--- config.mk ---
export PLATFORM = sky130hd
export DESIGN_NAME = rgb_led_blink_fade_sequencer_top
export DESIGN_NICKNAME = d
export VERILOG_FILES = /design/src/hdl/rlbfs_pkg.sv /design/src/hdl/rlbfs_cfg.sv /design/src/hdl/rlbfs_step.sv /design/src/hdl/rgb_led_blink_fade_sequencer_top.sv
export SDC_FILE = /design/constraint.sdc
export NUM_CORES = 1
export LEC_CHECK = 0
export BUFFER_PORTS_ARGS = -buffer_cell sky130_fd_sc_hd__buf_2
export CAP_MARGIN = 20
export CORE_MARGIN = 3
export CORE_UTILIZATION = 45
export DETAILED_ROUTE_END_ITERATION = 10
export PLACE_DENSITY = 0.62
export SETUP_SLACK_MARGIN = 0.2
export SYNTH_ARGS = -nofsm -noshare
export SYNTH_HDL_FRONTEND = slang
export SYNTH_HIERARCHICAL = 1
export SYNTH_SLANG_ARGS = --single-unit
--- constraint.sdc ---
create_clock -name aclk -period 7.3 [get_ports aclk]
set_input_delay 1.095 -clock aclk [delete_from_list [all_inputs] [get_ports aclk]]
set_output_delay 1.095 -clock aclk [all_outputs]
set_load 0.05 [all_outputs]
--- src/hdl/rlbfs_pkg.sv ---
// ----------------------------------------------------------------------------
// rlbfs_pkg
// Shared types and constants for the RGB LED blink and fade sequencer.
// ----------------------------------------------------------------------------
package rlbfs_pkg;

    // default widths of levels and of the step period
    localparam int LEVEL_WIDTH_DEF  = 8;
    localparam int PERIOD_WIDTH_DEF = 16;

    // register map
    localparam int CFG_ADDR_WIDTH = 3;

    typedef enum logic [CFG_ADDR_WIDTH-1:0] {
        REG_WORK_MODE   = 3'd0,
        REG_STEP_PERIOD = 3'd1,
        REG_RED_MAX     = 3'd2,
        REG_GREEN_MAX   = 3'd3,
        REG_BLUE_MAX    = 3'd4
    } cfg_reg_t;

    // operating modes
    typedef enum logic [1:0] {
        MODE_OFF    = 2'd0,
        MODE_STEADY = 2'd1,
        MODE_BLINK  = 2'd2,
        MODE_FADE   = 2'd3
    } work_mode_t;

    localparam int MODE_WIDTH = 2;

    // reset values
    localparam work_mode_t WORK_MODE_RESET  = MODE_BLINK;
    localparam int         STEP_PERIOD_RESET = 1000;

    // control from the register block to the step engine
    typedef struct packed {
        work_mode_t mode;
        logic       reload;
    } cfg_ctrl_t;

endpackage

--- src/hdl/rlbfs_cfg.sv ---
// ----------------------------------------------------------------------------
// rlbfs_cfg
// Configuration registers: mode, step period and the three target levels.
// ----------------------------------------------------------------------------
module rlbfs_cfg
    import rlbfs_pkg::*;
#(
    parameter int LEVEL_WIDTH    = LEVEL_WIDTH_DEF,
    parameter int PERIOD_WIDTH   = PERIOD_WIDTH_DEF,
    parameter int CFG_DATA_WIDTH = PERIOD_WIDTH
) (
    input  logic                      aclk,
    input  logic                      aresetn,
    input  logic                      cfg_we,
    input  logic [CFG_ADDR_WIDTH-1:0] cfg_addr,
    input  logic [CFG_DATA_WIDTH-1:0] cfg_wdata,
    output cfg_ctrl_t                 ctrl,
    output logic [PERIOD_WIDTH-1:0]   step_period,
    output logic [LEVEL_WIDTH-1:0]    red_max,
    output logic [LEVEL_WIDTH-1:0]    green_max,
    output logic [LEVEL_WIDTH-1:0]    blue_max,
    output logic [LEVEL_WIDTH-1:0]    red_load,
    output logic [LEVEL_WIDTH-1:0]    green_load,
    output logic [LEVEL_WIDTH-1:0]    blue_load
);

    work_mode_t              mode_reg, mode_next;
    logic [PERIOD_WIDTH-1:0] period_reg, period_next;
    logic [LEVEL_WIDTH-1:0]  red_max_reg, red_max_next;
    logic [LEVEL_WIDTH-1:0]  green_max_reg, green_max_next;
    logic [LEVEL_WIDTH-1:0]  blue_max_reg, blue_max_next;
    logic                    reload;
    logic [PERIOD_WIDTH-1:0] wr_period;
    logic [LEVEL_WIDTH-1:0]  wr_level;

    assign wr_period = cfg_wdata[PERIOD_WIDTH-1:0];
    assign wr_level  = cfg_wdata[LEVEL_WIDTH-1:0];

    // register write decode, zero period writes are dropped
    always_comb begin
        mode_next      = mode_reg;
        period_next    = period_reg;
        red_max_next   = red_max_reg;
        green_max_next = green_max_reg;
        blue_max_next  = blue_max_reg;
        reload         = 1'b0;
        if (cfg_we) begin
            case (cfg_reg_t'(cfg_addr))
                REG_WORK_MODE: begin
                    mode_next = work_mode_t'(cfg_wdata[MODE_WIDTH-1:0]);
                    reload    = 1'b1;
                end
                REG_STEP_PERIOD: begin
                    if (wr_period != '0) begin
                        period_next = wr_period;
                        reload      = 1'b1;
                    end
                end
                REG_RED_MAX: begin
                    red_max_next = wr_level;
                    reload       = 1'b1;
                end
                REG_GREEN_MAX: begin
                    green_max_next = wr_level;
                    reload         = 1'b1;
                end
                REG_BLUE_MAX: begin
                    blue_max_next = wr_level;
                    reload        = 1'b1;
                end
                default: begin
                    reload = 1'b0;
                end
            endcase
        end
    end

    always_ff @(posedge aclk) begin
        if (!aresetn) begin
            mode_reg      <= WORK_MODE_RESET;
            period_reg    <= PERIOD_WIDTH'(STEP_PERIOD_RESET);
            red_max_reg   <= '0;
            green_max_reg <= '0;
            blue_max_reg  <= '0;
        end else begin
            mode_reg      <= mode_next;
            period_reg    <= period_next;
            red_max_reg   <= red_max_next;
            green_max_reg <= green_max_next;
            blue_max_reg  <= blue_max_next;
        end
    end

    assign ctrl.mode   = mode_reg;
    assign ctrl.reload = reload;
    assign step_period = period_reg;
    assign red_max     = red_max_reg;
    assign green_max   = green_max_reg;
    assign blue_max    = blue_max_reg;

    // levels reload from the maxima as they stand after the write
    assign red_load   = red_max_next;
    assign green_load = green_max_next;
    assign blue_load  = blue_max_next;

endmodule

--- src/hdl/rlbfs_step.sv ---
// ----------------------------------------------------------------------------
// rlbfs_step
// Tick counter, blink/fade step logic and the result register.
// ----------------------------------------------------------------------------
module rlbfs_step
    import rlbfs_pkg::*;
#(
    parameter int LEVEL_WIDTH  = LEVEL_WIDTH_DEF,
    parameter int PERIOD_WIDTH = PERIOD_WIDTH_DEF
) (
    input  logic                    aclk,
    input  logic                    aresetn,
    input  cfg_ctrl_t               ctrl,
    input  logic [PERIOD_WIDTH-1:0] step_period,
    input  logic [LEVEL_WIDTH-1:0]  red_max,
    input  logic [LEVEL_WIDTH-1:0]  green_max,
    input  logic [LEVEL_WIDTH-1:0]  blue_max,
    input  logic [LEVEL_WIDTH-1:0]  red_load,
    input  logic [LEVEL_WIDTH-1:0]  green_load,
    input  logic [LEVEL_WIDTH-1:0]  blue_load,
    input  logic                    s_valid,
    output logic                    s_ready,
    input  logic                    s_tick,
    output logic                    m_valid,
    input  logic                    m_ready,
    output logic [LEVEL_WIDTH-1:0]  m_red_level,
    output logic [LEVEL_WIDTH-1:0]  m_green_level,
    output logic [LEVEL_WIDTH-1:0]  m_blue_level,
    output logic                    m_red_enable,
    output logic                    m_green_enable,
    output logic                    m_blue_enable,
    output logic                    m_phase_on
);

    // sequencer state
    logic [PERIOD_WIDTH-1:0] elapsed_reg, elapsed_next;
    logic                    phase_reg, phase_next;
    logic [LEVEL_WIDTH-1:0]  red_reg, red_next;
    logic [LEVEL_WIDTH-1:0]  green_reg, green_next;
    logic [LEVEL_WIDTH-1:0]  blue_reg, blue_next;

    // result register
    logic                   out_valid_reg, out_valid_next;
    logic [LEVEL_WIDTH-1:0] out_red_reg, out_green_reg, out_blue_reg;
    logic                   out_red_en_reg, out_green_en_reg, out_blue_en_reg;
    logic                   out_phase_reg;

    logic                    accept;
    logic [PERIOD_WIDTH-1:0] count;
    logic                    fire;
    logic [LEVEL_WIDTH-1:0]  red_step, green_step, blue_step;
    logic                    phase_step;
    logic                    allow;

    assign s_ready = !out_valid_reg || m_ready;
    assign accept  = s_valid && s_ready;

    // saturating tick count and step trigger
    always_comb begin
        count = elapsed_reg;
        if (s_tick && (elapsed_reg < step_period)) begin
            count = elapsed_reg + PERIOD_WIDTH'(1);
        end
        fire = ((ctrl.mode == MODE_BLINK) || (ctrl.mode == MODE_FADE))
               && (count >= step_period);
    end

    // one blink toggle or one fade step
    always_comb begin
        red_step   = red_reg;
        green_step = green_reg;
        blue_step  = blue_reg;
        phase_step = phase_reg;
        if (fire) begin
            if (ctrl.mode == MODE_BLINK) begin
                phase_step = !phase_reg;
            end else if (!phase_reg) begin
                if (red_reg != '0) red_step = red_reg - LEVEL_WIDTH'(1);
                if (green_reg != '0) green_step = green_reg - LEVEL_WIDTH'(1);
                if (blue_reg != '0) blue_step = blue_reg - LEVEL_WIDTH'(1);
                if ((red_step == '0) && (green_step == '0) && (blue_step == '0)) begin
                    phase_step = 1'b1;
                end
            end else begin
                if (red_reg < red_max) red_step = red_reg + LEVEL_WIDTH'(1);
                if (green_reg < green_max) green_step = green_reg + LEVEL_WIDTH'(1);
                if (blue_reg < blue_max) blue_step = blue_reg + LEVEL_WIDTH'(1);
                if ((red_step == red_max) && (green_step == green_max)
                    && (blue_step == blue_max)) begin
                    phase_step = 1'b0;
                end
            end
        end
    end

    // channel gating by mode and phase
    always_comb begin
        case (ctrl.mode)
            MODE_OFF:    allow = 1'b0;
            MODE_BLINK:  allow = phase_step;
            MODE_STEADY: allow = 1'b1;
            MODE_FADE:   allow = 1'b1;
            default:     allow = 1'b0;
        endcase
    end

    // state update: a request advances; a register write reloads levels only when no request is taken
    always_comb begin
        elapsed_next = elapsed_reg;
        phase_next   = phase_reg;
        red_next     = red_reg;
        green_next   = green_reg;
        blue_next    = blue_reg;
        if (accept) begin
            elapsed_next = fire ? '0 : count;
            phase_next   = phase_step;
            red_next     = red_step;
            green_next   = green_step;
            blue_next    = blue_step;
        end else if (ctrl.reload) begin
            red_next   = red_load;
            green_next = green_load;
            blue_next  = blue_load;
        end
    end

    always_comb begin
        out_valid_next = out_valid_reg;
        if (accept) begin
            out_valid_next = 1'b1;
        end else if (m_ready) begin
            out_valid_next = 1'b0;
        end
    end

    always_ff @(posedge aclk) begin
        if (!aresetn) begin
            elapsed_reg   <= '0;
            phase_reg     <= 1'b0;
            red_reg       <= '0;
            green_reg     <= '0;
            blue_reg      <= '0;
            out_valid_reg <= 1'b0;
        end else begin
            elapsed_reg   <= elapsed_next;
            phase_reg     <= phase_next;
            red_reg       <= red_next;
            green_reg     <= green_next;
            blue_reg      <= blue_next;
            out_valid_reg <= out_valid_next;
        end
    end

    // result payload
    always_ff @(posedge aclk) begin
        if (accept) begin
            out_red_reg      <= red_step;
            out_green_reg    <= green_step;
            out_blue_reg     <= blue_step;
            out_red_en_reg   <= allow && (red_step != '0);
            out_green_en_reg <= allow && (green_step != '0);
            out_blue_en_reg  <= allow && (blue_step != '0);
            out_phase_reg    <= phase_step;
        end
    end

    assign m_valid        = out_valid_reg;
    assign m_red_level    = out_red_reg;
    assign m_green_level  = out_green_reg;
    assign m_blue_level   = out_blue_reg;
    assign m_red_enable   = out_red_en_reg;
    assign m_green_enable = out_green_en_reg;
    assign m_blue_enable  = out_blue_en_reg;
    assign m_phase_on     = out_phase_reg;

endmodule

--- src/hdl/rgb_led_blink_fade_sequencer_top.sv ---
// ----------------------------------------------------------------------------
// rgb_led_blink_fade_sequencer_top
// Blink and breathing-fade sequencer for one RGB LED, driven by timer ticks.
// ----------------------------------------------------------------------------
// Usage:
//   Each request on the s_ channel carries one tick flag. Every request
//   produces exactly one result on the m_ channel: the three current levels,
//   the three channel enables and the blink/fade phase.
//   The result of a request is registered and shows from the cycle after it
//   is taken. Throughput is one request per cycle while m_ready stays high;
//   the limit is the update loop of the tick counter and level registers.
//   A held result does not block the input while the receiver takes it in
//   the same cycle; when m_ready is low with a result waiting, s_ready drops
//   and the block holds its state and result.
//   Registers are written through cfg_we/cfg_addr/cfg_wdata; the user must
//   write them only while no request is in flight, the block does not enforce
//   it; each accepted write reloads the current levels from the maxima.
//   Synchronous reset (aresetn low) selects blink mode, a period of 1000
//   ticks, zero levels and maxima, the off phase, and empties the result
//   register.
// ----------------------------------------------------------------------------
module rgb_led_blink_fade_sequencer_top
    import rlbfs_pkg::*;
#(
    parameter int LEVEL_WIDTH  = LEVEL_WIDTH_DEF,
    parameter int PERIOD_WIDTH = PERIOD_WIDTH_DEF,
    localparam int CFG_DATA_WIDTH = (PERIOD_WIDTH > LEVEL_WIDTH) ? PERIOD_WIDTH : LEVEL_WIDTH
) (
    input  logic                      aclk,
    input  logic                      aresetn,
    input  logic                      cfg_we,
    input  logic [CFG_ADDR_WIDTH-1:0] cfg_addr,
    input  logic [CFG_DATA_WIDTH-1:0] cfg_wdata,
    input  logic                      s_valid,
    output logic                      s_ready,
    input  logic                      s_tick,
    output logic                      m_valid,
    input  logic                      m_ready,
    output logic [LEVEL_WIDTH-1:0]    m_red_level,
    output logic [LEVEL_WIDTH-1:0]    m_green_level,
    output logic [LEVEL_WIDTH-1:0]    m_blue_level,
    output logic                      m_red_enable,
    output logic                      m_green_enable,
    output logic                      m_blue_enable,
    output logic                      m_phase_on
);

    cfg_ctrl_t               ctrl;
    logic [PERIOD_WIDTH-1:0] step_period;
    logic [LEVEL_WIDTH-1:0]  red_max, green_max, blue_max;
    logic [LEVEL_WIDTH-1:0]  red_load, green_load, blue_load;

    // configuration registers
    rlbfs_cfg #(
        .LEVEL_WIDTH    (LEVEL_WIDTH),
        .PERIOD_WIDTH   (PERIOD_WIDTH),
        .CFG_DATA_WIDTH (CFG_DATA_WIDTH)
    ) u_cfg (
        .aclk        (aclk),
        .aresetn     (aresetn),
        .cfg_we      (cfg_we),
        .cfg_addr    (cfg_addr),
        .cfg_wdata   (cfg_wdata),
        .ctrl        (ctrl),
        .step_period (step_period),
        .red_max     (red_max),
        .green_max   (green_max),
        .blue_max    (blue_max),
        .red_load    (red_load),
        .green_load  (green_load),
        .blue_load   (blue_load)
    );

    // step engine and result register
    rlbfs_step #(
        .LEVEL_WIDTH  (LEVEL_WIDTH),
        .PERIOD_WIDTH (PERIOD_WIDTH)
    ) u_step (
        .aclk           (aclk),
        .aresetn        (aresetn),
        .ctrl           (ctrl),
        .step_period    (step_period),
        .red_max        (red_max),
        .green_max      (green_max),
        .blue_max       (blue_max),
        .red_load       (red_load),
        .green_load     (green_load),
        .blue_load      (blue_load),
        .s_valid        (s_valid),
        .s_ready        (s_ready),
        .s_tick         (s_tick),
        .m_valid        (m_valid),
        .m_ready        (m_ready),
        .m_red_level    (m_red_level),
        .m_green_level  (m_green_level),
        .m_blue_level   (m_blue_level),
        .m_red_enable   (m_red_enable),
        .m_green_enable (m_green_enable),
        .m_blue_enable  (m_blue_enable),
        .m_phase_on     (m_phase_on)
    );

endmodule

# After elaboration in Yosys (flattened, before gate mapping)

Index checks and enable logic that the tools add are counted.
Widths: inputs -> output; s select.

$lt $le $gt $ge: 5
Equal/unequal tests: 10
Mux-type cells: 58
Add/subtract/negate cells: 7
Reduce and logical (&&, ||, !) cells: 32

Operators with widths:

| operator              | number |
|---|---|
| $mux 8                | 45 |
| $reduce_bool 8->1     | 6 |
| $mux 16               | 2 |
| $add 8x1->8 const B   | 3 |
| $eq 8x8->1            | 3 |
| $logic_not 8->1       | 3 |
| $lt 8x8->1            | 3 |
| $sub 8x1->8 const B   | 3 |
| $add 16x1->16 const B | 1 |
| $ge 16x16->1          | 1 |
| $lt 16x16->1          | 1 |
| $reduce_bool 16->1    | 1 |
| $logic_and 1x1->1     | 10 |
| $mux 1                | 9 |
| $eq 3x2->1 const B    | 2 |
| $eq 2x2->1 const B    | 2 |
| $reduce_bool 2->1     | 2 |
| $reduce_or 4->1       | 1 |
| $eq 3x1->1 const B    | 1 |
| $eq 3x3->1 const B    | 1 |
| $logic_not 3->1       | 1 |
| $pmux 1 s3            | 1 |
| $reduce_and 3->1      | 1 |
| $eq 2x1->1 const B    | 1 |
| 6 further kinds       | 8 |

Register bits after elaboration: 112
Word-level logic and storage cells: 130
Output and inout port bits: 30

# Logic depth before layout (Yosys ltp)

Depth in word-level cells: 15
Mapped depth: 23
Depth with buffers taken out: 19

# Cells and area by module

The synthesis kept the hierarchy.

Modules (own cells, without submodules):

| module     | instances | cells an instance | seq. area each (µm²) | area an instance (µm²) |
|---|---|---|---|---|
| rlbfs_step | 1         | 899               | 1681.6               | 7109.3 |
| rlbfs_cfg  | 1         | 166               | 840.8                | 1786.7 |

# Worst setup path before layout

OpenSTA, ideal clock, no wires.

Kind: reg2reg
Start point: reg u_step.elapsed_reg[9]
End point: reg u_step.out_green_en_reg (netlist: u_step/m_green_enable) (data pin)
Data required time: 7019 ps
Library setup time: 281 ps
Clock period less this slack: 4695 ps
Arrival: 4415 ps
Cell stages (with the launch flop): 22
Setup slack: 2605 ps
Cell sequence: dfxtp_1 ha_1 a21o_1 a21o_1 a21oi_1 o2111a_1 nand4_1 a211oi_2 buf_2 nand2_1 xnor2_1 ha_1 and4_4 a211o_1 or3_4 o211a_1 buf_6 buf_6 a21oi_1 a21oi_1 nor4_1 a41oi_1

Word-level cells in the longest chain between the ends: 8
Elaborated cells between the ends (all ways): 11

Ends and longest elaborated chain:

| what                     | RTL line          | text |
|---|---|---|
| start, declared          | rlbfs_step.sv:36  | `logic [PERIOD_WIDTH-1:0] elapsed_reg, elapsed_next;` |
| start signal, assigned   | rlbfs_step.sv:145 | `elapsed_reg <= elapsed_next;` |
| $lt 16x16->1             | rlbfs_step.sv:61  | `if (s_tick && (elapsed_reg < step_period)) begin` |
| $logic_and 1x1->1        | rlbfs_step.sv:61  |  |
| $mux 16 (*)              | rlbfs_step.sv:61  |  |
| $ge 16x16->1 (*)         | rlbfs_step.sv:65  | `&& (count >= step_period);` |
| $logic_and 1x1->1 (*)    | rlbfs_step.sv:65  |  |
| $mux 8 (*)               | rlbfs_step.sv:74  | `if (fire) begin` |
| via u_step.green_step[2] | rlbfs_step.sv:51  | `logic [LEVEL_WIDTH-1:0] red_step, green_step, blue_step;` |
| $reduce_bool 8->1 (*)    | rlbfs_step.sv:161 | `out_green_en_reg <= allow && (green_step != '0);` |
| $logic_and 1x1->1 (*)    | rlbfs_step.sv:161 |  |
| end signal, assigned     | rlbfs_step.sv:161 |  |
| end, declared            | rlbfs_step.sv:45  | `logic out_red_en_reg, out_green_en_reg, out_blue_en_reg;` |

Mark *: on every way through the listed nets, which the timed path passes. The rest lies on a longest branch.
A chain may end at the register's enable or synchronous reset.

# Worst setup path in the final report

Same ends and word-level chain as after synthesis.

==> impl_metrics.toml <==
[placement]
dp_slack_ns = 1.73
hpwlAfterDp_mm = 17.3
routabilityCongestion = 0.945
port_buffers = 54

[min_path]
holdPathStages = 2
hp-class = "reg -> reg"
min_from = "u_cfg/step_period[10]"
min_to = "u_cfg/step_period[10]"

[synthesis]
synth_edf_count = 28
syn-num-nets = 1152
yosysTopAreaCell = "dfxtp_1"
synth-seq-area-share_pct = 28.4
synth-seq-cells = 112
syn_area_sq_um = 8900
synth_commonest_cells = "nand2_1 (97), dfxtp_1 (84), nor2_1 (74)"
syn_area_per_cell_sq_um = 8.35
synth_cells = 1065
synth_cell_types = 90
yosys_warnings = 6
synthTopCellsByArea = "dfxtp_1 (19%), edfxtp_1 (9.5%), ha_1 (8.7%)"
yosys.area.top_type_share_pct = 18.9
async_flop_share_pct = 0
synth_ff_type = "dfxtp_1"
yosysMostFrequentCell = "nand2_1"

[finish]
fin_nets = 1157
diodes = 0
drive_above_1_share_pct = 13.6
area_growth_pct = 7.06

[run_status]
status = "finished, final reports clean"

[clock_tree]
cts.htree.levels = 3
cts_tree = "yes"
post-cts-setup-buffer-count = 0
clk_pin_slew_ns = 0.08
cts_made_buffers = 9
cts_buffer_depth = 2
clock_latency_ns = 0.36
cts_resized = 0
cts_sinks = 112
hold_buffers = 0
cts_root_buf = "clkbuf_16"

[critical_path]
cp-end-kind = "flop"
required_ns = 7.36
crit_type = "reg -> reg"
rr_startpoint = "u_step/elapsed_reg[9]"
rrSetupSlack_ns = 1.61
cp-start-kind = "flop"
crit_fanout = 20
critical_path_arrival_ns = 5.75
reg2regPathDepth = 19
r2r-end = "u_step/m_green_enable"

[sta]
slew_headroom_pct = 31.5
fmax_ghz = 0.176
period_share_pct = 77.9
slew_violations = 0
finClkSkew_ns = 0.0141
setup_tns_ns = 0
setup_slack_ns = 1.61
tightest_slew_ns = 1.00
finalHoldViolCount = 0
rsz0062_at_grt = "no"
setup_viol = 0
period_needed_ns = 5.69

[power]
seqPwrFrac_pct = 44.0
combinationalPowerShare_pct = 25.7
p_clk_share_pct = 30.4
leakagePower_uw = 0.00382
power_density_nw_per_um2 = 168
intPower_uw = 1040
ir_drop_uv = 113
netSwitchingFraction_pct = 34.9
p_sw_uw = 559

[floorplanning]
die_area_sq_um = 21500
rows = 50
die-height_microns = 147
die_w_microns = 147
start_util_pct = 46.6
coreArea_sq_um = 19100
io_pins = 55

[routing]
wl_met2_mm = 11.3
first_pass_iters = 5
drt_first_iter_violations = 555
via_count = 7869
wl_met1_mm = 11.8
routed_wl_mm = 24.8
drcViolationCount = 0
ant_nets = 0
met3_length_mm = 1.05
viasPerCell = 5.89
avgRoutedWirePerCell_microns = 18.5
top_layer_used = "met4"

[grt]
antenna_found_initial = 0
grt_util_all_layers_pct = 22.8
grt-ovfl-total = 0
grt_pass1_wl_mm = 40.0
grt_max_degree = 66
first_global_vias = 7514

[flow_run]
max_cap_violations = 0
-- metrics by stage --
step / cell area, sq um / total power [uW] / util, % / hold slack (ns) / std cells
3_5_place_dp: 9250 / 1120 / 48.5 / 0.447 / 1319
3_3_place_gp: 9250 / 1120 / 48.5 / 0.444 / 1319
2_1_floorplan: 8900 / 1020 / - / 0.435 / 1065
5_1_grt: 9520 / 1680 / 49.9 / 0.483 / 1335
4_1_cts: 9520 / 1610 / 49.9 / 0.464 / 1335
6_report: 9520 / 1600 / 49.9 / 0.461 / 1335
-- placed cells by master, fill, tap and decap left out, types with 36 or more instances in the layout --
cell type  netlist  layout
nand2_1         97      96
dfxtp_1         84      84
nor2_1          74      74
ha_1            62      62
inv_1           61      61
a21oi_1         56      56
buf_2           12      54
xnor2_1         43      43
mux2i_1         38      38
o21ai_0         37      37
a211oi_1        36      36
-- worst max-delay path, stage by stage, from the launching register on --
cell,delay [ns]
dfxtp_1,0.46
ha_1,0.29
a21o_1,0.16
a21o_1,0.17
a21oi_1,0.15
o2111a_1,0.28
nand4_1,0.15
a211oi_2,0.54
nand2_1,0.19
xnor2_1,0.17
ha_1,0.30
and4_4,0.21
a211o_1,0.30
or3_4,0.40
o211a_1,0.51
buf_4,0.34
a21oi_1,0.15
a21oi_1,0.08
nor4_1,0.37
a41oi_1,0.15
-- cells by family after synthesis --
kind of cell               count (synthesis)  synth area share [%]
AOI/OAI and AO/OA                        268                  21.9
xor gates and xnor gates                  53                  5.22
buffers and inverters                    136                  6.54
adders and majority gates                 62                  8.72
DFF                                      112                  28.4
and+or+nand+nor                          368                  21.4
muxes                                     66                  7.82
-- power by group through the flow --
| stage | Sequential (uW) | Combinational [uW] | Clock (uW) |
|---|---|---|---|
| 2_1_floorplan | 734 | 287 | 0 |
| 3_3_place_gp | 718 | 402 | 0 |
| 3_5_place_dp | 718 | 405 | 0 |
| 4_1_cts | 704 | 407 | 502 |
| 5_1_grt | 710 | 449 | 522 |
| 6_report | 705 | 411 | 487 |
-- layer usage --
layer,global-route usage (%),vias to the layer above
li1,-,3896
met1,31.2,3722
met4,7.43,0
met5,0,-
met3,3.01,34
met2,37.2,217
-- worst max-delay path by stage --
stage,from,end,slack (ns),cells past startpoint
floorplan,u_step/elapsed_reg[9],u_step/m_green_enable,2.60,21
CTS,u_step/elapsed_reg[9],u_step/m_green_enable,1.66,19
detailed placement,u_step/elapsed_reg[9],u_step/m_green_enable,1.73,19
finish,u_step/elapsed_reg[9],u_step/m_green_enable,1.61,19
global placement,s_tick,u_step/m_green_enable,1.80,16
global route,u_step/elapsed_reg[9],u_step/m_green_enable,1.24,19
-- layout make-up --
cell class | count | area [sq um]
well taps | 260 | 325
clock buffers | 10 | 229
inverters | 63 | 236
repair buffers | 67 | 368
multi-input cells | 817 | 5800
flip-flops and latches | 112 | 2520
clock inverters | 6 | 42.5
fillers | 1862 | 9560
(Power assumes the default switching activity.)
